[config.mk]
export PLATFORM = sky130hd
export DESIGN_NAME = go_to_goal_p_controller_flat
export DESIGN_NICKNAME = d
export VERILOG_FILES = /design/src/rtl/gtg_pkg.sv /design/src/rtl/gtg_if.sv /design/src/rtl/go_to_goal_p_controller.sv /design/src/flat_wrapper.sv
export SDC_FILE = /design/constraint.sdc
export NUM_CORES = 2
export LEC_CHECK = 0
export ABC_AREA = 1
export ABC_CLOCK_PERIOD_IN_PS = 12300
export BUFFER_PORTS_ARGS = -buffer_cell sky130_fd_sc_hd__buf_2
export CORE_MARGIN = 2
export CORE_UTILIZATION = 35
export CTS_BUF_LIST = sky130_fd_sc_hd__clkbuf_4 sky130_fd_sc_hd__clkbuf_8 sky130_fd_sc_hd__clkbuf_16
export DETAILED_ROUTE_END_ITERATION = 10
export GPL_TIMING_DRIVEN = 0
export PLACE_DENSITY = 0.58
export SLEW_MARGIN = 20
export SYNTH_ARGS = -nofsm -noshare
export SYNTH_HDL_FRONTEND = slang
export SYNTH_SLANG_ARGS = --single-unit
[constraint.sdc]
create_clock -name clk_i -period 12.3 [get_ports clk_i]
set_input_delay 0.615 -clock clk_i [delete_from_list [all_inputs] [get_ports clk_i]]
set_output_delay 0.615 -clock clk_i [all_outputs]
set_load 0.1 [all_outputs]
[src/rtl/gtg_pkg.sv]
// ----------------------------------------------------------------------------
// gtg_pkg
// Shared types and constants of the go-to-goal controller: register indexes,
// CORDIC arctangent table and the fixed angle and gain constants.
// ----------------------------------------------------------------------------
package gtg_pkg;

  localparam int unsigned CfgIdxW = 3;
  typedef logic [CfgIdxW-1:0] cfg_idx_t;

  // Configuration register indexes
  localparam cfg_idx_t CfgGoalX    = 3'd0;
  localparam cfg_idx_t CfgGoalY    = 3'd1;
  localparam cfg_idx_t CfgLinGain  = 3'd2;
  localparam cfg_idx_t CfgAngGain  = 3'd3;
  localparam cfg_idx_t CfgMaxLin   = 3'd4;
  localparam cfg_idx_t CfgMaxAng   = 3'd5;
  localparam cfg_idx_t CfgTol      = 3'd6;
  localparam cfg_idx_t CfgClampEn  = 3'd7;

  // Angles are signed, 2^-30 rad per LSB
  localparam int unsigned ZW   = 35;
  localparam int unsigned ErrW = 37;
  localparam logic signed [ErrW-1:0] AngPi    = 37'sd3373259426;
  localparam logic signed [ErrW-1:0] AngTwoPi = 37'sd6746518852;

  // 1/K of the CORDIC, Q0.32
  localparam logic [31:0] InvGain = 32'd2608131496;

  localparam logic [31:0] AtanTab [32] = '{
    32'h3243F6A8, 32'h1DAC6705, 32'h0FADBAFC, 32'h07F56EA6, 32'h03FEAB76, 32'h01FFD55B,
    32'h00FFFAAA, 32'h007FFF55, 32'h003FFFEA, 32'h001FFFFD, 32'h000FFFFF, 32'h0007FFFF,
    32'h0003FFFF, 32'h0001FFFF, 32'h0000FFFF, 32'h00007FFF, 32'h00003FFF, 32'h00001FFF,
    32'h00000FFF, 32'h000007FF, 32'h000003FF, 32'h000001FF, 32'h000000FF, 32'h0000007F,
    32'h0000003F, 32'h0000001F, 32'h0000000F, 32'h00000008, 32'h00000004, 32'h00000002,
    32'h00000001, 32'h00000000
  };

endpackage

[src/rtl/gtg_if.sv]
// ----------------------------------------------------------------------------
// gtg_if
// Valid/ready channels of the go-to-goal controller: pose in, command out.
// ----------------------------------------------------------------------------
interface gtg_pose_if #(
  parameter int unsigned POSITION_WIDTH = 48
);
  logic                             valid;
  logic                             ready;
  logic signed [POSITION_WIDTH-1:0] pos_x;
  logic signed [POSITION_WIDTH-1:0] pos_y;
  logic signed [15:0]               heading;

  modport source (output valid, output pos_x, output pos_y, output heading, input ready);
  modport sink   (input valid, input pos_x, input pos_y, input heading, output ready);
endinterface

interface gtg_cmd_if #(
  parameter int unsigned POSITION_WIDTH = 48
);
  logic                      valid;
  logic                      ready;
  logic signed [15:0]        linear_cmd;
  logic signed [15:0]        angular_cmd;
  logic [POSITION_WIDTH-1:0] goal_distance;
  logic                      arrived;

  modport source (output valid, output linear_cmd, output angular_cmd,
                  output goal_distance, output arrived, input ready);
  modport sink   (input valid, input linear_cmd, input angular_cmd,
                  input goal_distance, input arrived, output ready);
endinterface

[src/rtl/go_to_goal_p_controller.sv]
// ----------------------------------------------------------------------------
// go_to_goal_p_controller
// Takes one pose at a time: a new pose is accepted only once the sequencer is
// back in idle. The CORDIC runs one step per cycle, and there is a single shared
// 32x32 multiplier.
// A pose is taken while a finished command still waits in the output register.
// Reset: async active low; configuration registers at their defaults, arrived latch clear.
// ----------------------------------------------------------------------------
module go_to_goal_p_controller #(
  parameter int unsigned POSITION_WIDTH = 48,
  parameter int unsigned CORDIC_STEPS   = 16
) (
  input  logic                      clk_i,
  input  logic                      rst_ni,
  input  logic                      cfg_we_i,
  input  gtg_pkg::cfg_idx_t         cfg_idx_i,
  input  logic [POSITION_WIDTH-1:0] cfg_data_i,
  gtg_pose_if.sink                  pose_i,
  gtg_cmd_if.source                 cmd_o
);

  localparam int unsigned W  = POSITION_WIDTH;
  // Operands above 60 bits are pre-shifted so the CORDIC stays inside 63 bits
  localparam int unsigned PS = (W > 60) ? (W - 60) : 0;
  localparam int unsigned DW = W - PS + 1;   // goal minus pose
  localparam int unsigned CW = DW + 2;       // CORDIC x/y with gain headroom
  localparam int unsigned IW = (CORDIC_STEPS > 1) ? $clog2(CORDIC_STEPS) : 1;
  localparam int unsigned ZW = gtg_pkg::ZW;
  localparam int unsigned EW = gtg_pkg::ErrW;
  localparam logic [63:0] DistMax = (W == 64) ? 64'hFFFF_FFFF_FFFF_FFFF
                                              : ((64'd1 << W) - 64'd1);

  // Sequencer states
  localparam logic [3:0] ST_IDLE  = 4'd0;
  localparam logic [3:0] ST_LOAD  = 4'd1;   // goal minus pose
  localparam logic [3:0] ST_PRE   = 4'd2;   // fold left half plane by pi
  localparam logic [3:0] ST_ROT   = 4'd3;   // one CORDIC micro-rotation per cycle
  localparam logic [3:0] ST_MLO   = 4'd4;   // x[31:0] * 1/K, raw heading error
  localparam logic [3:0] ST_MHI   = 4'd5;   // x[hi] * 1/K, wrap error
  localparam logic [3:0] ST_DIST  = 4'd6;   // sum the length, error magnitude
  localparam logic [3:0] ST_SATD  = 4'd7;   // saturate the length
  localparam logic [3:0] ST_LINLO = 4'd8;   // arrival test, d[31:0] * gain
  localparam logic [3:0] ST_LINHI = 4'd9;   // d[39:32] * gain
  localparam logic [3:0] ST_ANG   = 4'd10;  // finish linear, |err| * gain
  localparam logic [3:0] ST_ANGF  = 4'd11;  // finish angular
  localparam logic [3:0] ST_DONE  = 4'd12;  // hand off to the output register

  // Configuration registers
  logic signed [W-1:0] gx_q, gy_q;
  logic [15:0]         lg_q, ag_q;
  logic [14:0]         maxl_q, maxa_q;
  logic [W-2:0]        tol_q;
  logic                clamp_q;
  logic                latch_q;

  // Working registers
  logic [3:0]          state_q, state_d;
  logic signed [W-1:0] px_q, py_q;
  logic signed [15:0]  hd_q;
  logic signed [CW-1:0] x_q, y_q;
  logic signed [ZW-1:0] z_q;
  logic [IW-1:0]       i_q;
  logic [63:0]         mul_q;
  logic [31:0]         acc_q;
  logic signed [EW-1:0] err_q;
  logic [31:0]         aerr_q;
  logic                neg_q;
  logic [63:0]         draw_q;
  logic [W-1:0]        d_q;
  logic                big_q;
  logic [47:0]         plo_q;
  logic [14:0]         lin_q;
  logic signed [15:0]  ang_q;

  // Output register
  logic                out_valid_q;
  logic signed [15:0]  out_lin_q, out_ang_q;
  logic [W-1:0]        out_dist_q;
  logic                out_arr_q;

  logic pose_fire, out_free, goal_wr;

  assign pose_fire = pose_i.valid && pose_i.ready;
  assign out_free  = !out_valid_q || cmd_o.ready;
  assign goal_wr   = cfg_we_i && (cfg_idx_i == gtg_pkg::CfgGoalX ||
                                  cfg_idx_i == gtg_pkg::CfgGoalY);

  assign pose_i.ready      = (state_q == ST_IDLE);
  assign cmd_o.valid       = out_valid_q;
  assign cmd_o.linear_cmd  = out_lin_q;
  assign cmd_o.angular_cmd = out_ang_q;
  assign cmd_o.goal_distance = out_dist_q;
  assign cmd_o.arrived     = out_arr_q;

  // --------------------------------------------------------------------------
  // Configuration writes. Goal writes also drop the arrived latch; the latch
  // sets in the arrival-test state.
  // --------------------------------------------------------------------------
  logic [63:0] d64;
  logic        arrive_now;

  assign d64        = 64'(d_q);
  assign arrive_now = (d_q <= W'(tol_q));

  always_ff @(posedge clk_i or negedge rst_ni) begin
    if (!rst_ni) begin
      gx_q    <= '0;
      gy_q    <= '0;
      lg_q    <= 16'd4096;
      ag_q    <= 16'd1229;
      maxl_q  <= 15'd1229;
      maxa_q  <= 15'd1638;
      tol_q   <= (W-1)'(65536);
      clamp_q <= 1'b1;
      latch_q <= 1'b0;
    end else begin
      if (cfg_we_i) begin
        unique case (cfg_idx_i)
          gtg_pkg::CfgGoalX:   gx_q    <= cfg_data_i;
          gtg_pkg::CfgGoalY:   gy_q    <= cfg_data_i;
          gtg_pkg::CfgLinGain: lg_q    <= cfg_data_i[15:0];
          gtg_pkg::CfgAngGain: ag_q    <= cfg_data_i[15:0];
          gtg_pkg::CfgMaxLin:  maxl_q  <= cfg_data_i[14:0];
          gtg_pkg::CfgMaxAng:  maxa_q  <= cfg_data_i[14:0];
          gtg_pkg::CfgTol:     tol_q   <= cfg_data_i[W-2:0];
          gtg_pkg::CfgClampEn: clamp_q <= cfg_data_i[0];
          default: begin
          end
        endcase
      end
      if (goal_wr) begin
        latch_q <= 1'b0;
      end else if (state_q == ST_LINLO && arrive_now) begin
        latch_q <= 1'b1;
      end
    end
  end

  // --------------------------------------------------------------------------
  // Shared multiplier: operands picked by state, product registered.
  // --------------------------------------------------------------------------
  logic [63:0] cx64;
  logic [31:0] mul_a, mul_b;

  assign cx64 = 64'(x_q);

  always_comb begin
    mul_a = '0;
    mul_b = '0;
    unique case (state_q)
      ST_MLO: begin
        mul_a = cx64[31:0];
        mul_b = gtg_pkg::InvGain;
      end
      ST_MHI: begin
        mul_a = cx64[63:32];
        mul_b = gtg_pkg::InvGain;
      end
      ST_LINLO: begin
        mul_a = d64[31:0];
        mul_b = 32'(lg_q);
      end
      ST_LINHI: begin
        mul_a = 32'(d64[39:32]);
        mul_b = 32'(lg_q);
      end
      ST_ANG: begin
        mul_a = aerr_q;
        mul_b = 32'(ag_q);
      end
      default: begin
      end
    endcase
  end

  always_ff @(posedge clk_i) begin
    mul_q <= mul_a * mul_b;
  end

  // --------------------------------------------------------------------------
  // Datapath helpers
  // --------------------------------------------------------------------------
  // Goal minus pose after the floor pre-shift
  logic signed [DW-1:0] dx, dy;
  assign dx = DW'(gx_q >>> PS) - DW'(px_q >>> PS);
  assign dy = DW'(gy_q >>> PS) - DW'(py_q >>> PS);

  // CORDIC micro-rotation: drive y toward zero, accumulate the angle
  logic signed [CW-1:0] xs, ys, x_rot, y_rot;
  logic signed [ZW-1:0] z_rot, atan_z, z_pi;
  assign xs     = x_q >>> i_q;
  assign ys     = y_q >>> i_q;
  assign atan_z = signed'(ZW'(gtg_pkg::AtanTab[5'(i_q)]));
  assign z_pi   = ZW'(gtg_pkg::AngPi);

  always_comb begin
    if (y_q < 0) begin
      x_rot = x_q - ys;
      y_rot = y_q + xs;
      z_rot = z_q - atan_z;
    end else begin
      x_rot = x_q + ys;
      y_rot = y_q - xs;
      z_rot = z_q + atan_z;
    end
  end

  // Heading error in 2^-30 rad: heading Q3.13 scaled by 2^17
  logic signed [EW-1:0] err_raw, err_wrap, err_neg;
  assign err_raw = EW'(z_q) - (EW'(hd_q) <<< 17);

  always_comb begin
    if (err_q > gtg_pkg::AngPi) begin
      err_wrap = err_q - gtg_pkg::AngTwoPi;
    end else if (err_q <= -gtg_pkg::AngPi) begin
      err_wrap = err_q + gtg_pkg::AngTwoPi;
    end else begin
      err_wrap = err_q;
    end
  end
  assign err_neg = -err_q;

  // Length: restore the pre-shift with saturation, then clip to the port width
  logic        pre_ovf;
  logic [63:0] d_pre, d_clip;
  assign pre_ovf = (PS != 0) && ((draw_q >> (64 - PS)) != 64'd0);
  assign d_pre   = pre_ovf ? 64'hFFFF_FFFF_FFFF_FFFF : (draw_q << PS);
  assign d_clip  = (d_pre > DistMax) ? DistMax : d_pre;

  // Linear command: round(d * gain / 2^16), clamp, saturate
  logic [56:0] lin_sum;
  logic [40:0] lm_raw, lm_clamp;
  logic [14:0] lin_next;
  assign lin_sum = {mul_q[24:0], 32'd0} + 57'(plo_q) + 57'd32768;

  always_comb begin
    if (big_q) begin
      lm_raw = (lg_q != 16'd0) ? '1 : '0;
    end else begin
      lm_raw = lin_sum[56:16];
    end
    lm_clamp = (clamp_q && lm_raw > 41'(maxl_q)) ? 41'(maxl_q) : lm_raw;
    lin_next = (lm_clamp > 41'd32767) ? 15'h7FFF : lm_clamp[14:0];
  end

  // Angular command: round(|err| * gain / 2^30), clamp, saturate, sign
  logic [18:0] am_raw, am_clamp, am_lim, am_sat;
  logic [49:0] ang_sum;
  logic signed [15:0] ang_next;
  assign ang_sum = 50'(mul_q[47:0]) + 50'(32'h2000_0000);
  assign am_raw  = ang_sum[48:30];

  always_comb begin
    am_clamp = (clamp_q && am_raw > 19'(maxa_q)) ? 19'(maxa_q) : am_raw;
    am_lim   = neg_q ? 19'd32768 : 19'd32767;
    am_sat   = (am_clamp > am_lim) ? am_lim : am_clamp;
    ang_next = neg_q ? -signed'(am_sat[15:0]) : signed'(am_sat[15:0]);
  end

  // --------------------------------------------------------------------------
  // Sequencer
  // --------------------------------------------------------------------------
  always_comb begin
    state_d = state_q;
    unique case (state_q)
      ST_IDLE:  if (pose_fire) state_d = ST_LOAD;
      ST_LOAD:  state_d = ST_PRE;
      ST_PRE:   state_d = ST_ROT;
      ST_ROT:   if (i_q == IW'(CORDIC_STEPS - 1)) state_d = ST_MLO;
      ST_MLO:   state_d = ST_MHI;
      ST_MHI:   state_d = ST_DIST;
      ST_DIST:  state_d = ST_SATD;
      ST_SATD:  state_d = ST_LINLO;
      ST_LINLO: state_d = ST_LINHI;
      ST_LINHI: state_d = ST_ANG;
      ST_ANG:   state_d = ST_ANGF;
      ST_ANGF:  state_d = ST_DONE;
      ST_DONE:  if (out_free) state_d = ST_IDLE;
      default:  state_d = ST_IDLE;
    endcase
  end

  always_ff @(posedge clk_i or negedge rst_ni) begin
    if (!rst_ni) begin
      state_q <= ST_IDLE;
      i_q     <= '0;
    end else begin
      state_q <= state_d;
      if (state_q == ST_PRE) begin
        i_q <= '0;
      end else if (state_q == ST_ROT) begin
        i_q <= i_q + IW'(1);
      end
    end
  end

  // Datapath registers, no reset needed
  always_ff @(posedge clk_i) begin
    unique case (state_q)
      ST_IDLE: begin
        if (pose_fire) begin
          px_q <= pose_i.pos_x;
          py_q <= pose_i.pos_y;
          hd_q <= pose_i.heading;
        end
      end
      ST_LOAD: begin
        x_q <= CW'(dx);
        y_q <= CW'(dy);
      end
      ST_PRE: begin
        // Fold a left-half-plane vector by pi so the CORDIC converges
        if (x_q < 0) begin
          x_q <= -x_q;
          y_q <= -y_q;
          z_q <= (y_q >= 0) ? z_pi : -z_pi;
        end else begin
          z_q <= '0;
        end
      end
      ST_ROT: begin
        x_q <= x_rot;
        y_q <= y_rot;
        z_q <= z_rot;
      end
      ST_MLO: begin
        err_q <= err_raw;
      end
      ST_MHI: begin
        acc_q <= mul_q[63:32];
        err_q <= err_wrap;
      end
      ST_DIST: begin
        draw_q <= mul_q + 64'(acc_q);
        neg_q  <= err_q < 0;
        aerr_q <= (err_q < 0) ? err_neg[31:0] : err_q[31:0];
      end
      ST_SATD: begin
        d_q <= W'(d_clip);
      end
      ST_LINLO: begin
        big_q <= (d64[63:40] != 24'd0);
      end
      ST_LINHI: begin
        plo_q <= mul_q[47:0];
      end
      ST_ANG: begin
        lin_q <= lin_next;
      end
      ST_ANGF: begin
        ang_q <= ang_next;
      end
      default: begin
      end
    endcase
  end

  // --------------------------------------------------------------------------
  // Output register: hold the transaction until taken; zero the commands while
  // the arrived latch is set.
  // --------------------------------------------------------------------------
  always_ff @(posedge clk_i or negedge rst_ni) begin
    if (!rst_ni) begin
      out_valid_q <= 1'b0;
    end else if (state_q == ST_DONE && out_free) begin
      out_valid_q <= 1'b1;
    end else if (cmd_o.ready) begin
      out_valid_q <= 1'b0;
    end
  end

  always_ff @(posedge clk_i) begin
    if (state_q == ST_DONE && out_free) begin
      out_lin_q  <= latch_q ? 16'sd0 : signed'({1'b0, lin_q});
      out_ang_q  <= latch_q ? 16'sd0 : ang_q;
      out_dist_q <= d_q;
      out_arr_q  <= latch_q;
    end
  end

`ifndef NO_ASSERTIONS
  // A command only appears after the sequencer hands one off
  a_valid_from_done: assert property (@(posedge clk_i) disable iff (!rst_ni)
    $rose(out_valid_q) |-> $past(state_q == ST_DONE))
    else $error("command valid without hand-off");

  // An accepted pose keeps the sequencer busy on the next cycle
  a_busy_after_accept: assert property (@(posedge clk_i) disable iff (!rst_ni)
    pose_fire |=> (state_q == ST_LOAD) && !pose_i.ready)
    else $error("pose accepted but sequencer not started");

  // Arrived commands carry zero speed and turn rate
  a_arrived_zero: assert property (@(posedge clk_i) disable iff (!rst_ni)
    (out_valid_q && out_arr_q) |-> (out_lin_q == 16'sd0 && out_ang_q == 16'sd0))
    else $error("arrived command not zero");

  // The hand-off completes whenever the output register can take it
  a_done_leaves: assert property (@(posedge clk_i) disable iff (!rst_ni)
    (state_q == ST_DONE && out_free) |=> (state_q == ST_IDLE && out_valid_q))
    else $error("hand-off stalled with a free output register");
`endif

endmodule
[src/flat_wrapper.sv]
// flat-port wrapper written by rule: the top's interface ports become plain ports
module go_to_goal_p_controller_flat 
#(
  parameter int unsigned POSITION_WIDTH = 48,
  parameter int unsigned CORDIC_STEPS   = 16
)
  (clk_i, rst_ni, cfg_we_i, cfg_idx_i, cfg_data_i, pose_i_valid, pose_i_pos_x, pose_i_pos_y, pose_i_heading, pose_i_ready, cmd_o_valid, cmd_o_linear_cmd, cmd_o_angular_cmd, cmd_o_goal_distance, cmd_o_arrived, cmd_o_ready);
  gtg_pose_if #(.POSITION_WIDTH(POSITION_WIDTH)) pose_i_i ();
  gtg_cmd_if #(.POSITION_WIDTH(POSITION_WIDTH)) cmd_o_i ();
  input  logic clk_i;
  input  logic rst_ni;
  input  logic cfg_we_i;
  input  gtg_pkg::cfg_idx_t cfg_idx_i;
  input  logic [POSITION_WIDTH-1:0] cfg_data_i;
  input wire logic [$bits(pose_i_i.valid)-1:0] pose_i_valid;
  input wire logic [$bits(pose_i_i.pos_x)-1:0] pose_i_pos_x;
  input wire logic [$bits(pose_i_i.pos_y)-1:0] pose_i_pos_y;
  input wire logic [$bits(pose_i_i.heading)-1:0] pose_i_heading;
  output wire logic [$bits(pose_i_i.ready)-1:0] pose_i_ready;
  output wire logic [$bits(cmd_o_i.valid)-1:0] cmd_o_valid;
  output wire logic [$bits(cmd_o_i.linear_cmd)-1:0] cmd_o_linear_cmd;
  output wire logic [$bits(cmd_o_i.angular_cmd)-1:0] cmd_o_angular_cmd;
  output wire logic [$bits(cmd_o_i.goal_distance)-1:0] cmd_o_goal_distance;
  output wire logic [$bits(cmd_o_i.arrived)-1:0] cmd_o_arrived;
  input wire logic [$bits(cmd_o_i.ready)-1:0] cmd_o_ready;
  assign pose_i_i.valid = pose_i_valid;
  assign pose_i_i.pos_x = pose_i_pos_x;
  assign pose_i_i.pos_y = pose_i_pos_y;
  assign pose_i_i.heading = pose_i_heading;
  assign pose_i_ready = pose_i_i.ready;
  assign cmd_o_valid = cmd_o_i.valid;
  assign cmd_o_linear_cmd = cmd_o_i.linear_cmd;
  assign cmd_o_angular_cmd = cmd_o_i.angular_cmd;
  assign cmd_o_goal_distance = cmd_o_i.goal_distance;
  assign cmd_o_arrived = cmd_o_i.arrived;
  assign cmd_o_i.ready = cmd_o_ready;
  go_to_goal_p_controller #(.POSITION_WIDTH(POSITION_WIDTH), .CORDIC_STEPS(CORDIC_STEPS)) u_core (.clk_i(clk_i), .rst_ni(rst_ni), .cfg_we_i(cfg_we_i), .cfg_idx_i(cfg_idx_i), .cfg_data_i(cfg_data_i), .pose_i(pose_i_i), .cmd_o(cmd_o_i));
endmodule
==> flow_summary.toml <==
[global_route]
grt_pass1_vias = 87100
antenna_found_initial = 69
grt_use_total = 0.321
grt_overflow = 0
grt_pass1_wl_um = 630000
grt_max_degree = 90

[setup_path]
cpLargestDelayFamily = "adder cells"
setup.worst_path.class = "flop to flop"
crit_top_cell = "fa_1"
worstPathMaxFanout = 10
crit_required_ps = 12970
cp_num_buf_inv = 10
crit_path_max_incr_delay_ps = 1020
r2r_start = "u_core.x_q[50]$_DFFE_PP_"
worstSetupEndpointType = "flop"
worstPathArrival_ps = 12280
r2r_cells = 32
r2r_end = "u_core.mul_q[46]$_DFF_P_"
cp_slowest_cell = "nor2_2"
r2r_setup_slack_ps = 690
startpoint_type = "flop"

[place]
globalplace.congestion = 1.10
hpwlAfterDp_um = 376000
port_buffers = 249
placed_area_mm2 = 0.101

[yosys]
synth-edff-count = 608
syn-num-nets = 14100
synth_mux_area_frac = 0.00163
syn_area_mm2 = 0.0945
ys.flop_type = "edfxtp_1"
synth_cell_type_count = 78
yosysSeqAreaShare = 0.264
synth_xor_area_frac = 0.0326
synth_warnings = 0
avgSynthCellArea_um2 = 7.56
synth-simple-area-share = 0.214
netlist_instances = 12500
ys_ff_latch = 888
synth_compound_area_frac = 0.132
synth_top_family_by_area = "adder cells"
async_flop_share = 0.243
synthAdderAreaFrac = 0.251

[sta]
finalHoldViolations = 0
slew_headroom = 0.112
fin_crit_sh = 0.944
tightest_slew_ps = 1330
whs_ps = 18.9
fin_crit_ps = 11610
rsz0062_at_grt = "false"
slew_violations = 0
finalSetupViolCount = 0
fmax_mhz = 86.1
clock_skew_ps = 58.4

[power_and_ir_drop]
internal_power_uw = 12500
vdd_drop_max_v = 0.000213
clockPowerShare = 0.116
switchingPower_uw = 18000
powerDensity_mw_per_mm2 = 287
cellLeakagePower_uw = 0.0504
pwr-share-seq = 0.175
comb_power_share = 0.710
p_sw_frac = 0.591

[clock_network]
numCtsBuffers = 109
clockRootBuffer = "clkbuf_16"
cts_buffer_depth = 3
clk_latency_ps = 810
tritoncts = "yes"
path_clk_slew_ps = 60
cts_max_level = 3
cts.sinks = 888

[drt]
routed_via_density = 5.48
ant_nets = 0
routed_wirelength_um = 447000
vias = 91400
drc_errors = 0
wl_per_cell_um = 26.8
drt-initial-drc-count = 11100
drtPass1Iterations = 6

[run]
max_cap_violations = 0

[layout]
fin_util = 0.396
area_delta_synth_final_pct = 12.3
nNetsFinal = 14600
final_cell_mix = "2507 x nand2_1, 2281 x inv_1, 1295 x nor2_1"
layout_commonest_cell = "nand2_1"
drive_gt1_frac = 0.0593
design_area_mm2 = 0.106

[hold_path]
hold_end = "u_core.py_q[44]$_DFFE_PP_"
min_path_type = "input port to flop"
hold-path-cell-count = 1
hp-start = "pose_i_pos_y[44]"

[floorplan]
coreArea_mm2 = 0.268
ios = 251
chipWidth_um = 524
initial_utilization = 0.352
dieArea_mm2 = 0.274
std_cell_rows = 190
die_h_um = 524

[status]
status = "complete, no violations"
[state kept, by name, summed over array words and instances, names as in the netlist, 16 cells and up]
register,cells
u_core.d_pre,64
u_core.mul_q,64
u_core.x_q,51
u_core.y_q,51
u_core.cmd_o.goal_distance,48
u_core.d_q,48
u_core.gx_q,48
u_core.gy_q,48
u_core.px_q,48
u_core.py_q,48
u_core.tol_q,47
u_core.err_q,37
u_core.z_q,35
u_core.plo_q,33
u_core.acc_q,32
u_core.aerr_q,32
u_core.ag_q,16
u_core.ang_q,16
u_core.cmd_o.angular_cmd,16
u_core.hd_q,16
u_core.lg_q,16
[kinds of logic (layout without fill, tap and decap cells)]
group                    after synthesis  in the layout
AND/OR/NAND/NOR                     4870           4870
AO/OA/AOI/OAI                       2281           2281
XOR/XNOR                             352            352
flip-flops                           888            888
adder cells (fa/ha/maj)             1484           1484
buffers and inverters               2605           3201
multiplexers                          15             15
other                                  1             44
[worst max-delay path by stage]
stage / startpoint / end / slack [ps] / cells past startpoint
after floorplan: u_core.state_q[1]$_DFFE_PN0P_ / u_core.hd_q[0]$_DFFE_PP_ / 3290 / 3
after global placement: u_core.x_q[50]$_DFFE_PP_ / u_core.x_q[2]$_DFFE_PP_ / -3450 / 3
after detailed placement: u_core.x_q[50]$_DFFE_PP_ / u_core.mul_q[46]$_DFF_P_ / 1100 / 32
after CTS: u_core.x_q[50]$_DFFE_PP_ / u_core.mul_q[46]$_DFF_P_ / 1050 / 32
after global routing: u_core.state_q[3]$_DFFE_PN0P_ / u_core.mul_q[58]$_DFF_P_ / 450 / 37
final: u_core.x_q[50]$_DFFE_PP_ / u_core.mul_q[46]$_DFF_P_ / 690 / 32
[cells in the mapped netlist, types with 18 or more instances]
| cell type | n | area share |
|---|---|---|
| nand3b_1 | 28 | 0.0022 |
| dfrtp_1 | 195 | 0.052 |
| xnor2_1 | 113 | 0.010 |
| dfstp_2 | 21 | 0.0058 |
| dfxtp_1 | 64 | 0.014 |
| buf_2 | 42 | 0.0022 |
| inv_1 | 2282 | 0.091 |
| or2_2 | 35 | 0.0023 |
| o21bai_1 | 19 | 0.0015 |
| xor2_1 | 239 | 0.022 |
| edfxtp_1 | 608 | 0.19 |
| a21o_1 | 43 | 0.0034 |
| nor4_1 | 76 | 0.0050 |
| nor2_1 | 1314 | 0.052 |
| o221ai_1 | 18 | 0.0017 |
| a21oi_1 | 827 | 0.044 |
| fa_1 | 681 | 0.14 |
| o211ai_1 | 37 | 0.0029 |
| nor3_1 | 123 | 0.0065 |
| a21boi_0 | 27 | 0.0021 |
| ha_1 | 803 | 0.11 |
| a31oi_1 | 109 | 0.0072 |
| o21ai_0 | 958 | 0.051 |
| buf_1 | 37 | 0.0015 |
| nand4_1 | 96 | 0.0064 |
| clkbuf_1 | 211 | 0.0084 |
| o21a_1 | 53 | 0.0042 |
| o21ai_1 | 83 | 0.0044 |
| nand2_1 | 2507 | 0.10 |
| nand3_1 | 594 | 0.031 |
[final cells by class]
type / instances / area [µm²]
fillers: 28300 / 162000
clock buffers: 133 / 2980
inverters: 2297 / 8620
flip-flops and latches: 888 / 25000
multi-input cells: 9003 / 59800
clock inverters: 75 / 878
diodes: 43 / 108
well taps: 3552 / 4440
repair buffers: 388 / 2960
plain buffers: 308 / 1360
[through the flow]
| stage | power [µW] | TNS, ps | worst slack, ps | cells |
|---|---|---|---|---|
| after floorplan | 18200 | 0 | 3290 | 12500 |
| after global placement | 26100 | -567020 | -3450 | 16300 |
| after detailed placement | 26100 | 0 | 1100 | 16400 |
| after CTS | 29800 | 0 | 1050 | 16600 |
| after global routing | 32400 | 0 | 450 | 16700 |
| final | 30500 | 0 | 687 | 16700 |
[metal layers]
metal	vias up	global-route usage	routed length (µm)
li1	41600	-	-
met1	44300	0.448	191000
met2	4715	0.465	183000
met3	858	0.0686	46200
met4	36	0.169	26900
met5	-	0	226
[power groups by stage]
stage | Sequential, µW | Clock [µW] | Combinational [µW]
after floorplan | 4870 | 0 | 13400
after global placement | 5440 | 0 | 20600
after detailed placement | 5300 | 0 | 20800
after CTS | 5250 | 3570 | 21000
final | 5330 | 3530 | 21700
after global routing | 5330 | 3690 | 23400
[worst reg2reg max path: cells and delay by family (launching register included)]
| kind | cells | cell delay, ps |
|---|---|---|
| adders and majority gates | 9 | 4550 |
| and+or+nand+nor | 7 | 1960 |
| buffers and inverters | 10 | 3090 |
| xor gates and xnor gates | 1 | 150 |
| DFF | 1 | 340 |
| AOI/OAI and AO/OA | 5 | 1400 |
[repair_timing]
| action | in CTS | in global routing |
|---|---|---|
| gates resized for setup | 0 | 0 |
| buffers inserted | 0 | 0 |
| hold endpoints to repair | 140 | 0 |
| hold buffers | 79 | 0 |
Power figures use the tool's default switching activity.
